## src/sgb_pkg.sv

```systemverilog
// Shared types and constants of the spatial grid binning block.
package sgb_pkg;

    // Width of an edge sum and of a computed cell coordinate.
    localparam int SUM_W = 17;
    // Width of a doubled cell size, the divisor of the cell computation.
    localparam int DIV_W = 16;
    // Width of the configuration write data.
    localparam int CFG_W = 15;

    // Configuration register indexes.
    typedef enum logic [1:0] {
        CFG_GRID_COLUMNS = 2'd0,
        CFG_GRID_ROWS    = 2'd1,
        CFG_CELL_SIZE_X  = 2'd2,
        CFG_CELL_SIZE_Y  = 2'd3
    } t_cfg_index;

    // Result status codes.
    typedef enum logic [1:0] {
        ST_OK        = 2'd0,
        ST_BAD_INDEX = 2'd1,
        ST_TABLE_FULL = 2'd2,
        ST_CELL_FULL = 2'd3
    } t_status;

endpackage

```

## src/sgb_div.sv

```systemverilog
// Bit-serial floor divider of a signed edge sum by an unsigned cell span.
module sgb_div
    import sgb_pkg::*;
(
    input  logic                    i_clk,
    input  logic                    i_rst_n,
    input  logic                    i_start,
    input  logic signed [SUM_W-1:0] i_dividend,
    input  logic [DIV_W-1:0]        i_divisor,
    output logic                    o_busy,
    output logic signed [SUM_W-1:0] o_quotient
);

    localparam int CNT_W = $clog2(SUM_W + 1);

    logic             r_busy;
    logic [CNT_W-1:0] r_cnt;
    logic             r_neg;
    logic [SUM_W-1:0] r_mag;
    logic [DIV_W-1:0] r_rem;
    logic [DIV_W-1:0] r_div;
    logic [DIV_W:0]   trial;
    logic             ge;

    // One quotient bit per cycle, restoring form on the magnitude.
    assign trial = {r_rem, r_mag[SUM_W-1]};
    assign ge    = trial >= {1'b0, r_div};

    always_ff @(posedge i_clk) begin
        if (!i_rst_n) begin
            r_busy <= 1'b0;
            r_cnt  <= '0;
        end else if (i_start) begin
            r_busy <= 1'b1;
            r_cnt  <= CNT_W'(SUM_W);
            r_neg  <= i_dividend[SUM_W-1];
            r_mag  <= i_dividend[SUM_W-1] ? SUM_W'(-i_dividend) : SUM_W'(i_dividend);
            r_rem  <= '0;
            r_div  <= i_divisor;
        end else if (r_busy) begin
            r_rem <= ge ? DIV_W'(trial - {1'b0, r_div}) : trial[DIV_W-1:0];
            r_mag <= {r_mag[SUM_W-2:0], ge};
            r_cnt <= r_cnt - CNT_W'(1);
            if (r_cnt == CNT_W'(1)) begin
                r_busy <= 1'b0;
            end
        end
    end

    // Round toward minus infinity for a negative sum.
    assign o_busy     = r_busy;
    assign o_quotient = !r_neg ? $signed(r_mag)
                      : (r_rem != '0) ? $signed(~r_mag) : $signed(~r_mag + SUM_W'(1));

endmodule

```

## config.mk

```make
export PLATFORM = sky130hd
export DESIGN_NAME = sgb_div
export DESIGN_NICKNAME = d
export VERILOG_FILES = /design/src/sgb_pkg.sv /design/src/sgb_div.sv
export SDC_FILE = /design/constraint.sdc
export NUM_CORES = 1
export LEC_CHECK = 0
export BUFFER_PORTS_ARGS = -buffer_cell sky130_fd_sc_hd__buf_2
export CORE_ASPECT_RATIO = 0.8
export CORE_MARGIN = 4
export CORE_UTILIZATION = 39
export DETAILED_ROUTE_END_ITERATION = 8
export PLACE_DENSITY = 0.57
export SLEW_MARGIN = 40
export SYNTH_ARGS = -nofsm -noshare
export SYNTH_HDL_FRONTEND = slang
export SYNTH_SLANG_ARGS = --single-unit
```

## constraint.sdc

```tcl
create_clock -name i_clk -period 2.47 [get_ports i_clk]
set_clock_uncertainty 0.05 [all_clocks]
set_input_delay 0 -clock i_clk [delete_from_list [all_inputs] [get_ports i_clk]]
set_output_delay 0 -clock i_clk [all_outputs]
set_load 0.005 [all_outputs]
```

==> results.toml <==
[cts]
clockBufferDepth = 2
cts.htree.levels = 2
numCtsBuffers = 5
clock_sinks = 56
root_buffer = "clkbuf_16"
clk_latency_ps = 290
clk_pin_slew_ps = 70
cts_tree = "built"

[power_and_ir_drop]
max-vdd-ir-drop_uv = 310.6
finalPower_uw = 3001
p_per_area_mw_per_mm2 = 583.4
leakage_uw = 0.002006

[placement]
place_ws_ps = -39.48
gp_congestion = 0.8647
portBuffers = 53
hpwl_microns = 7509

[layout]
insertedDiodeCount = 0
layout.nets = 568
fillers = 882
syn_to_final_growth_pct = 33.68
drive_gt1_share_pct = 30.86

[route]
drtIter0Drc = 295
via_per_inst = 5.352
drc_errors = 0
vias = 3468
antenna_left = 0
drt_pre_antenna_iters = 5
routedWlPerCell_microns = 15.89
finalWirelength_microns = 10300

[setup_path]
reg2reg_depth = 12
slowest_stage = "or4_4"
cp_cell_sequence = "nor4_1 > nand4_1 > or3_4 > or4_4 > o31ai_4 > xnor2_1 > buf_2"
cp-end-kind = "output pin"
arrival_ps = 2590
cp_max_fo = 3
rr_startpoint = "r_rem[2]$_SDFFCE_PP0P_"
critPathLaunchType = "register"
r2r_slack_ps = 10
crit_type = "reg -> out"
reg2reg_to = "r_rem[10]$_SDFFCE_PP0P_"
slowest_delay_ps = 460
critPathRequiredTime_ps = 2420

[min_path]
min_from = "i_dividend[16]"
hold_depth = 1
hold_end = "r_neg$_DFFE_PP_"
hold_path_class = "in -> reg"

[grt]
grt_pass1_wl_microns = 16360
track_usage_pct = 17.33
antenna_found_initial = 0
grt_start_max_net_pins = 36
grt_overflow = 0
grt_pass1_vias = 3314

[sta]
layout_setup_ws_ps = -173.3
worst_pin_slew_ps = 788.2
setup_viol = 13
min_period_ps = 2643
slew_headroom_pct = 47.46
period_share_pct = 107.0
finalMaxSlewViolations = 0
rsz0062_at_grt = "true"
hold_viol = 0
max_freq_mhz = 378.3
fin_tns_setup_ps = -1533

[logic_synthesis]
synth_cells = 406
seq_area_frac_synth_pct = 42.13
synth-edff-count = 50
synthTopCellsByArea = "edfxtp_1, ha_1, xnor2_1"
synth-seq-cells = 56
async_flop_share_pct = 0
synthDistinctLibCells = 54
ys.flop_type = "edfxtp_1"
post-synth-top-count-cell = "edfxtp_1"
yosysWarnings = 0
yosysTopAreaCellShare_pct = 39.01
synth.top_cells.by_count = "edfxtp_1, a21oi_1, inv_1, nand2_1, o21ai_0"
yosys.area.top_type = "edfxtp_1"
syn_area_sq_mm = 0.003849
syn_nets = 463
syn_avg_cell_area_sq_um = 9.480

[run]
drv_cap = 0

[die]
ioPinCount = 54
die_w_microns = 119.1
placementRows = 32
core_area_sq_mm = 0.009649
start_util_pct = 39.89
die_area_sq_mm = 0.01153
fp.dieH_microns = 96.85

[run_status]
status = "complete, but fails checks"
violations = "setup timing"
## critical path, delay by kind of cell (launching register included)
kind / cells / cell delay [ps]
AND/OR/NAND/NOR: 4 / 1430
flip-flops: 1 / 420
AO/OA/AOI/OAI: 1 / 190
XOR/XNOR: 1 / 130
buffers and inverters: 1 / 130
## placed cells by master (no fill, tap or decap), types with 8 or more instances in the layout
cell type	count
a21oi_1	29
a21oi_2	11
buf_2	53
buf_4	39
dlygate4sd3_1	17
edfxtp_1	50
ha_1	15
inv_1	26
nand2_1	24
nand3_1	13
nor2_1	24
nor3_1	8
o21ai_0	22
xnor2_1	26
xor2_1	17
## repair_timing
item / in CTS / in global routing
hold buffers: 17 / 0
setup buffers: 6 / 12
gates resized for setup: 12 / 45
pin swaps: 2 / 16
setup endpoints to repair: 14 / 31
endpoints found under the hold margin: 21 / 0
## final cells by class
class                      count  area (sq um)  share of cell area [%]
clock buffer                   5         125.1                   2.432
tap                          136         170.2                   3.307
timing repair buffer         114         802.0                   15.59
inverter                      28         105.1                   2.043
clock inverter                 3         37.54                  0.7296
sequential                    56          1622                   31.52
multi-input combinational    306          2283                   44.38
## state kept, by name, indices dropped and copies added (netlist names)
signal and count:
r_rem 16, r_neg 1, o_busy 1, r_div 16, r_mag 17, r_cnt 5
## how the worst max path moves through the flow
stage	startpoint	cells after the start	slack, ps	endpoint
after floorplan	r_rem[11]$_SDFFCE_PP0P_	9	150	r_rem[0]$_SDFFCE_PP0P_
after global placement	r_rem[13]$_SDFFCE_PP0P_	6	-70	r_rem[9]$_SDFFCE_PP0P_
after detailed placement	r_rem[3]$_SDFFCE_PP0P_	8	-40	r_rem[9]$_SDFFCE_PP0P_
after CTS	r_rem[2]$_SDFFCE_PP0P_	8	-190	o_quotient[14]
after global routing	r_rem[2]$_SDFFCE_PP0P_	8	-280	o_quotient[9]
final	r_rem[8]$_SDFFCE_PP0P_	7	-170	o_quotient[14]
## cells by family after synthesis
logic type	synth area share [%]
mux	1.723
simple gates	15.77
buf+inv	4.324
fa+ha+maj	7.022
flops	42.13
compound gates	19.25
xor+xnor	9.785
## power breakdown
group | switching (uW) | total (uW) | internal (uW)
registers | 78.5 | 1210 | 1140
logic | 512 | 984 | 472
clock network | 331 | 803 | 473
total | 922 | 3000 | 2080
## metrics by stage
stage | area, sq um | cells | utilization, % | hold slack (ps)
floorplan | 3849 | 406 | - | 48.87
global placement | 4431 | 605 | 45.92 | 126.7
detailed placement | 4431 | 605 | 45.92 | 128.1
CTS | 4863 | 636 | 50.40 | 39.75
global route | 5145 | 648 | 53.32 | 56.66
finish | 5145 | 648 | 53.32 | 53.15
## metal layers
layer	GRT usage, %	share of wire (%)	wire [microns]	vias to the layer above
met2	26.66	45	4668	89
met3	3.098	5.1	524	16
met4	3.206	0.90	93	0
met1	25.64	49	5008	1654
met5	0	0	0	-
li1	-	-	-	1709
Note: power is estimated with default switching activity, not from simulation.
