[src/sgb_ram.sv]
// Simple dual-port memory with a registered read port.
module sgb_ram #(
    parameter int DW    = 8,
    parameter int DEPTH = 16
) (
    input  logic                     i_clk,
    input  logic                     i_we,
    input  logic [$clog2(DEPTH)-1:0] i_waddr,
    input  logic [DW-1:0]            i_wdata,
    input  logic [$clog2(DEPTH)-1:0] i_raddr,
    output logic [DW-1:0]            o_rdata
);

    logic [DW-1:0] mem [DEPTH];

    // Write and read in one clocked block; read data appears in the cycle after its address.
    always_ff @(posedge i_clk) begin
        if (i_we) begin
            mem[i_waddr] <= i_wdata;
        end
        o_rdata <= mem[i_raddr];
    end

endmodule

[config.mk]
export PLATFORM = sky130hd
export DESIGN_NAME = sgb_ram
export DESIGN_NICKNAME = d
export VERILOG_FILES = /design/src/sgb_ram.sv
export SDC_FILE = /design/constraint.sdc
export NUM_CORES = 1
export LEC_CHECK = 0
export BUFFER_PORTS_ARGS = -buffer_cell sky130_fd_sc_hd__clkbuf_2
export CORE_ASPECT_RATIO = 0.9
export CORE_MARGIN = 2
export CORE_UTILIZATION = 60
export DETAILED_ROUTE_END_ITERATION = 8
export PLACE_DENSITY = 0.78
export SLEW_MARGIN = 40
export SYNTH_ARGS = -nofsm -noshare
export SYNTH_HDL_FRONTEND = slang
export SYNTH_SLANG_ARGS = --single-unit
[constraint.sdc]
create_clock -name i_clk -period 4.77 [get_ports i_clk]
set_clock_uncertainty 0.05 [all_clocks]
set_input_delay 0.954 -clock i_clk [delete_from_list [all_inputs] [get_ports i_clk]]
set_output_delay 0.954 -clock i_clk [all_outputs]
set_load 0.03 [all_outputs]
==> results of run 1 <==
==> tightest hold or removal path, cell delays in order, from the launching register on <==
cell and delay [ns]:
edfxtp_1 0.31, mux4_2 0.22, a22oi_1 0.06, nand2_1 0.05
==> metal layers <==
metal,vias to the layer above,GRT usage
met4,0,0.100
met2,172,0.359
met5,-,0
met3,13,0.0663
met1,1322,0.391
li1,1056,-
==> registers in the layout, indices dropped and copies added (netlist names) <==
signal   flops
mem        128
o_rdata      8
==> Yosys cell counts <==
cell | number | area [µm²]
a22oi_1 | 16 | 120
and2_1 | 1 | 6.26
and2b_1 | 1 | 7.51
buf_2 | 3 | 15.0
buf_4 | 1 | 7.51
buf_6 | 3 | 33.8
clkdlybuf4s25_2 | 3 | 30.0
dfxtp_1 | 8 | 160
edfxtp_1 | 128 | 3840
mux4_1 | 14 | 368
mux4_2 | 18 | 405
nand2_1 | 9 | 33.8
nand2b_1 | 2 | 12.5
nand3_1 | 1 | 5.00
nand3b_1 | 2 | 15.0
nor2_1 | 13 | 48.8
nor2b_1 | 1 | 6.26
nor3_1 | 4 | 20.0
or3b_2 | 1 | 8.76
==> cell usage in the layout, fill, tap and decap left out <==
| cell | count |
|---|---|
| nand3_1 | 1 |
| and2b_1 | 1 |
| or3b_2 | 1 |
| buf_2 | 1 |
| nor2_1 | 3 |
| nand2b_1 | 2 |
| clkbuf_4 | 1 |
| clkbuf_1 | 2 |
| dfxtp_1 | 8 |
| bufinv_16 | 6 |
| mux4_2 | 18 |
| clkinvlp_4 | 2 |
| clkbuf_16 | 16 |
| buf_4 | 5 |
| edfxtp_1 | 128 |
| clkbuf_8 | 2 |
| clkinv_2 | 2 |
| nand2_1 | 9 |
| clkbuf_2 | 23 |
| a22oi_1 | 16 |
| nor3_1 | 4 |
| nor2_2 | 10 |
| nand3b_1 | 2 |
| mux4_1 | 14 |
| clkinv_4 | 2 |
| nor2b_1 | 1 |
| and2_1 | 1 |
==> cell families (layout without fill, tap and decap cells) <==
logic type	after synthesis	in the layout
flip-flops	136	136
AND/OR/NAND/NOR	35	35
multiplexers	32	32
AO/OA/AOI/OAI	16	16
buffers and inverters	10	62
==> worst min path at each step <==
stage | from | end | slack (ns) | cells after the start
after floorplan | mem[7][0] | o_rdata[0] | 0.58 | 3
after global placement | mem[12][2] | o_rdata[2] | 0.60 | 3
after detailed placement | mem[15][2] | o_rdata[2] | 0.61 | 3
after CTS | mem[15][2] | o_rdata[2] | 0.62 | 3
after global routing | mem[15][2] | o_rdata[2] | 0.65 | 3
final | mem[15][7] | o_rdata[7] | 0.62 | 3
==> report_power, final <==
group	switching, mW	leakage (nW)	internal (mW)
registers	0.00919	1.22	1.34
logic	0.0867	0.499	0.0490
clock network	0.481	0.315	0.968
==> area by class of cell <==
cell class	instances	area [µm²]	share of cell area
Timing Repair Buffer	30	165	0.0273
Tap cell	119	149	0.0246
Clock buffer	20	435	0.0719
Multi-Input combinational cell	83	1080	0.179
Sequential cell	136	4000	0.661
Clock inverter	12	223	0.0368
==> stage by stage <==
step	setup slack (ns)	hold WS [ns]
after floorplan	2.27	0.579
after global placement	1.74	0.603
after detailed placement	2.01	0.607
after CTS	2.52	0.621
after global routing	2.46	0.654
final	2.54	0.622
==> flow_summary.json, run 1 <==
{
  "cts_tree": "done",
  "ir_drop_mv": 0.232,
  "slowest_delay_ns": 0.58,
  "antennaDiodeCount": 0,
  "synthXorXnorAreaFrac": 0,
  "rows": 32,
  "met3_length_um": 1030,
  "root_buffer": "clkbuf_8",
  "hold_path.class": "reg -> reg",
  "path_class": "in -> reg",
  "hold_viol": 0,
  "grt_first_pass_wirelength_um": 16100,
  "synthSimpleGateAreaFrac": 0.0318,
  "syn_to_final_growth_pct": 17.7,
  "start_util": 0.609,
  "drc_errors": 0,
  "setup_tns_ns": 0,
  "synth_top_family_by_area": "multiplexers",
  "leakage_nw": 2.04,
  "cts_max_level": 4,
  "clkTransAtPathRegs_ns": 0.06,
  "worstMarginPinSlew_ns": 0.807,
  "fin_area_um2": 6060,
  "crit_cells": 5,
  "synthMuxAreaShare": 0.150,
  "setup_violations": 0,
  "dpl_cell_area_um2": 5390,
  "slew-limit-headroom": 0.460,
  "drt-initial-drc-count": 304,
  "drt_pass1_iterations": 4,
  "dieArea_um2": 9340,
  "timing.rr.start": "mem[15][0]",
  "cts_buffer_depth": 2,
  "p_per_area_nw_per_um2": 484,
  "die_h_um": 91.9,
  "synth_warnings": 0,
  "post_cts_buffers": 0,
  "syn_inst": 229,
  "via_per_inst": 6.41,
  "track_usage": 0.256,
  "synth_sequential_area_ratio": 0.778,
  "avgSynthCellArea_um2": 22.5,
  "wl_per_cell_um": 27.0,
  "synthesis.nets": 247,
  "end_kind": "flop",
  "grt_pass1_vias": 2489,
  "ioPinCount": 26,
  "vias": 2563,
  "crit_path_end": "o_rdata[5]",
  "cp_data_required_time_ns": 5.13,
  "finalWirelength_um": 10800,
  "utilization": 0.717,
  "ys_ff_latch": 136,
  "ant_nets": 0,
  "path_buf_inv": 2,
  "place_congestion": 0.831,
  "arrival_ns": 2.59,
  "layoutNonFillerInstCount": 400,
  "portBuffers": 25,
  "cp_slowest_cell": "mux4_1",
  "crit-reg2reg-capture": "o_rdata[0]",
  "hold_buffers": 0,
  "antenna_found_initial": 0,
  "r2r_slack_ns": 3.21,
  "cts_made_buffers": 17,
  "grt_max_degree": 33,
  "synth_compound_area_frac": 0.0233,
  "fin_crit_sh": 0.468,
  "synth_area_um2": 5150,
  "synthAdderAreaFrac": 0,
  "final_nets": 286,
  "max_cap_viol_count": 0,
  "core_um2": 8450,
  "fmax_mhz": 448,
  "grt_overflow": 0,
  "startpoint_type": "input port",
  "routed.top_layer": "met4",
  "cts_sinks": 136,
  "crit_family": "buffers and inverters",
  "min_period_ns": 2.23,
  "status": "finished, final reports clean",
  "drive_gt1_frac": 0.317,
  "finalPower_mw": 2.93,
  "crit_chain": "clkbuf_4 > buf_4 > mux4_1 > a22oi_1 > nand2_1",
  "wl_met1_um": 4460,
  "worstSkewPairLatency_ns": 0.53,
  "die_x_um": 102,
  "dr_wl_met2_um": 5130,
  "cts_resized": 0,
  "hpwl_um": 6010,
  "num-fill-cells": 469,
  "grt_setup_unrepaired": "false",
  "crit_fanout": 23,
  "critPathLaunch": "i_raddr[0]",
  "drv_slew": 0,
  "dp_cells": 368,
  "worstRegToRegCells": 3,
  "ys_types": 19
}
Power figures use the tool's default switching activity.
==> inputs of run 2 (changes only) <==
- CORE_UTILIZATION: 60 -> 54
- PLACE_DENSITY: 0.78 -> 0.74
- clock period: 4.77 -> 1.8 ns (I/O delays scaled with it)
==> flow_summary.json, run 2 (synthesized netlist as in run 1, its figures left out) <==
{
  "status": "finished, final reports clean",
  "antenna_found_initial": 0,
  "regArea_um2": 4000,
  "met3_length_um": 490,
  "ir_drop_mv": 0.642,
  "portBuffers": 25,
  "hold_path.class": "in -> reg",
  "max_cap_viol_count": 0,
  "finalWirelength_um": 9620,
  "crit_chain": "mux4_1 > a22oi_1 > nand2_1",
  "die_x_um": 107,
  "worstMarginPinSlew_ns": 0.728,
  "grt_setup_unrepaired": "false",
  "drt_pass1_iterations": 4,
  "die_h_um": 96.6,
  "multiInputGateArea_um2": 1060,
  "reg_top3": "mem (128), o_rdata (8)",
  "hpwl_um": 5780,
  "slowest_delay_ns": 0.57,
  "via_per_inst": 5.79,
  "final_common_cell": "edfxtp_1",
  "grt_pass1_vias": 2581,
  "track_usage": 0.205,
  "drv_slew": 0,
  "end_kind": "flop",
  "post_cts_buffers": 0,
  "core_um2": 9210,
  "num-fill-cells": 575,
  "wl_per_cell_um": 22.9,
  "path_class": "reg -> reg",
  "grt_first_pass_wirelength_um": 14900,
  "dr_wl_met2_um": 4870,
  "place_congestion": 0.786,
  "cts_buffer_depth": 2,
  "cts_resized": 0,
  "regMostFlops": "mem",
  "syn_to_final_growth_pct": 18.6,
  "mostFrequentLayoutCells": "edfxtp_1 (128), clkbuf_2 (25), mux4_2 (18), buf_4 (18)",
  "drt-initial-drc-count": 173,
  "p_per_area_nw_per_um2": 1180,
  "hold_viol": 0,
  "cts_tree": "done",
  "finalPower_mw": 7.20,
  "routed.top_layer": "met4",
  "leakage_nw": 2.08,
  "dieArea_um2": 10300,
  "vias": 2425,
  "dp_slack_ns": -0.0492,
  "grt_overflow": 0,
  "drc_errors": 0,
  "grt_max_degree": 33,
  "ioPinCount": 26,
  "wl_met1_um": 4110,
  "cts_sinks": 136,
  "antennaDiodeCount": 0,
  "cts_made_buffers": 17,
  "dp_cells": 387,
  "cts_max_level": 4,
  "clkTransAtPathRegs_ns": 0.06,
  "worstSkewPairLatency_ns": 0.51,
  "setup_violations": 0,
  "final_nets": 302,
  "start_util": 0.559,
  "fin_crit_sh": 0.841,
  "min_period_ns": 1.51,
  "fin_ws_ns": 0.285,
  "crit_fanout": 1,
  "slew-limit-headroom": 0.514,
  "arrival_ns": 1.85,
  "layoutNonFillerInstCount": 419,
  "largest_reg_flops": 128,
  "ant_nets": 0,
  "fmax_mhz": 660,
  "cp_slowest_cell": "mux4_1",
  "root_buffer": "clkbuf_8",
  "rows": 33,
  "cp_data_required_time_ns": 2.14,
  "startpoint_type": "flop",
  "hold_buffers": 0,
  "drive_gt1_frac": 0.323
}
[run 2: changes by cell type in the layout (fill, tap and decap cells not counted), sizes merged]
| cell | change |
|---|---|
| clkinvlp | +3 |
| clkinv | -1 |
| bufinv | -4 |
| inv | +3 |
| buf | +15 |
[run 2: layer usage]
metal  global-route usage  vias to the layer above
met4               0.0789                        0
met5                    0                        -
met3               0.0566                       16
li1                     -                     1086
met1                0.270                     1243
met2                0.328                       80
[run 2: cell type report]
type / instances / area share
clock inverters: 13 / 0.0240
clock buffers: 19 / 0.0690
repair buffers: 46 / 0.0524
well taps: 122 / 0.0250
multi-input cells: 83 / 0.174
flip-flops and latches: 136 / 0.656
[run 2: final timing paths]
check	from	end	slack, ns	depth (start not counted)
setup / recovery	mem[5][1]	o_rdata[1]	0.29	3
hold / removal	i_wdata[7]	mem[12][7]	0.23	1
setup reg to reg	mem[5][1]	o_rdata[1]	0.29	3
hold reg to reg	mem[15][5]	o_rdata[5]	0.65	3
[run 2: power breakdown]
| part | total [mW] | internal [mW] | switching (mW) | leakage, nW |
|---|---|---|---|---|
| sequential | 3.56 | 3.54 | 0.0228 | 1.22 |
| combinational | 0.371 | 0.148 | 0.223 | 0.600 |
| clock | 3.26 | 1.98 | 1.28 | 0.261 |
| total | 7.20 | 5.67 | 1.53 | 2.08 |
[run 2: metrics by stage]
step | TNS [ns] | util | hold slack, ns | cell area, µm²
after floorplan | 0 | - | 0.409 | 5150
after global placement | -0.117 | 0.602 | 0.596 | 5540
after detailed placement | -0.111 | 0.602 | 0.622 | 5540
after CTS | 0 | 0.663 | 0.229 | 6110
after global routing | 0 | 0.663 | 0.246 | 6110
final | 0 | 0.663 | 0.230 | 6110
[run 2: worst max-delay path, delay by kind of cell (launching register included)]
family | cells | cell delay (ns)
muxes | 1 | 0.57
and+or+nand+nor | 1 | 0.11
AOI/OAI and AO/OA | 1 | 0.26
DFF | 1 | 0.40
==> inputs of run 3 (changes only) <==
- clock period: 1.8 -> 1.31 ns (I/O delays scaled with it)
==> flow_summary.json, run 3 (synthesized netlist as in run 1, its figures left out) <==
{
  "status": "finished with violations",
  "violations": "setup timing",
  "hold_buffers": 0,
  "die_x_um": 107,
  "worstMarginPinSlew_ns": 0.891,
  "final_common_cell": "edfxtp_1",
  "utilization": 0.686,
  "rows": 33,
  "cts_max_level": 4,
  "final_nets": 309,
  "path_class": "reg -> reg",
  "drive_gt1_frac": 0.464,
  "cts_made_buffers": 17,
  "ant_nets": 0,
  "mostFrequentLayoutCells": "edfxtp_1 (128), mux4_2 (31), buf_4 (20)",
  "end_kind": "flop",
  "portBuffers": 25,
  "clkTransAtPathRegs_ns": 0.06,
  "core_um2": 9210,
  "vias": 2431,
  "post_cts_buffers": 0,
  "fin_ws_ns": -0.0274,
  "arrival_ns": 1.69,
  "cts_buffer_depth": 2,
  "grt_first_pass_wirelength_um": 14600,
  "cts_sinks": 136,
  "crit_fanout": 1,
  "regMostFlops": "mem",
  "drt-initial-drc-count": 138,
  "worstSkewPairLatency_ns": 0.52,
  "drt_pass1_iterations": 5,
  "drv_slew": 0,
  "antenna_found_initial": 0,
  "grt_overflow": 0,
  "antennaDiodeCount": 0,
  "max_cap_viol_count": 0,
  "dieArea_um2": 10300,
  "fmax_mhz": 748,
  "wl_per_cell_um": 22.4,
  "syn_to_final_growth_pct": 22.8,
  "cts_tree": "done",
  "p_per_area_nw_per_um2": 1520,
  "grt_pass1_vias": 2566,
  "finalPower_mw": 9.62,
  "setup_violations": 5,
  "via_per_inst": 5.71,
  "drc_errors": 0,
  "hold_path.class": "in -> reg",
  "startpoint_type": "flop",
  "die_h_um": 96.6,
  "num-fill-cells": 550,
  "cp_data_required_time_ns": 1.66,
  "hold_viol": 0,
  "leakage_nw": 2.10,
  "largest_reg_flops": 128,
  "ir_drop_mv": 0.887,
  "slew-limit-headroom": 0.404,
  "grt_max_degree": 18,
  "finalWirelength_um": 9530,
  "track_usage": 0.207,
  "place_congestion": 0.713,
  "start_util": 0.559,
  "ioPinCount": 26,
  "reg_top3": "mem (128), o_rdata (8)",
  "min_period_ns": 1.34,
  "fin_crit_sh": 1.02,
  "hpwl_um": 6100,
  "root_buffer": "clkbuf_8",
  "grt_setup_unrepaired": "true"
}
run 3: changes by cell type in the layout (fill, tap and decap cells not counted), moves of 3 or more:
cell and delta:
dfxtp_2 +6, dfxtp_1 -8, mux4_2 +13, a22oi_1 -10, mux4_1 -13, nor2_4 +3
clkbuf_2 -8, nor2_1 -3, buf_8 +8, nor3_1 -3, buf_12 +5, a22oi_2 +10
run 3: final timing paths:
path                            startpoint         end  slack (ns)  depth (start not counted)
worst min register to register   mem[6][5]  o_rdata[5]        0.63                          3
worst max register to register  mem[11][4]  o_rdata[4]       -0.03                          3
worst min-delay path            i_wdata[5]  mem[11][5]        0.11                          1
worst max-delay path            mem[11][4]  o_rdata[4]       -0.03                          3
run 3: what timing repair did:
item,4_1_cts,5_1_grt
gates cloned,0,0
pin swaps,1,2
resized for setup,30,14
endpoints found under the setup margin,14,16
run 3: routing by layer:
metal,GRT usage,vias to the layer above,wire (µm)
met5,0,-,0
met4,0.0769,0,126
met3,0.0654,10,592
met2,0.324,86,4860
met1,0.275,1246,3950
li1,-,1089,-
run 3: worst max-delay path: stages, from the launching register on:
cell and delay, ns:
edfxtp_1 0.39, mux4_2 0.53, a22oi_2 0.18, nand2_1 0.07
run 3: per-stage QoR:
step	cells	setup WS (ns)	instance area [µm²]	hold slack [ns]	setup TNS (ns)
2_1_floorplan	229	-0.135	5180	0.311	-1.57
3_3_place_gp	394	-0.368	5650	0.602	-13.61
3_5_place_dp	394	-0.377	5650	0.600	-15.73
4_1_cts	426	-0.0531	6280	0.108	-0.278
5_1_grt	426	-0.0541	6320	0.116	-0.423
6_report	426	-0.0274	6320	0.110	-0.0759
run 3: final cells by class:
class                           count  area, µm²  area share
Tap cell                          122        153      0.0242
Timing Repair Buffer               53        515      0.0816
Multi-Input combinational cell     83       1110       0.176
Clock buffer                       17        414      0.0655
Sequential cell                   136       4020       0.636
Clock inverter                     15        105      0.0166
run 3: where the power goes:
part           internal [mW]  switching (mW)
clock                   2.32            1.76
combinational          0.296           0.325
sequential              4.87          0.0476
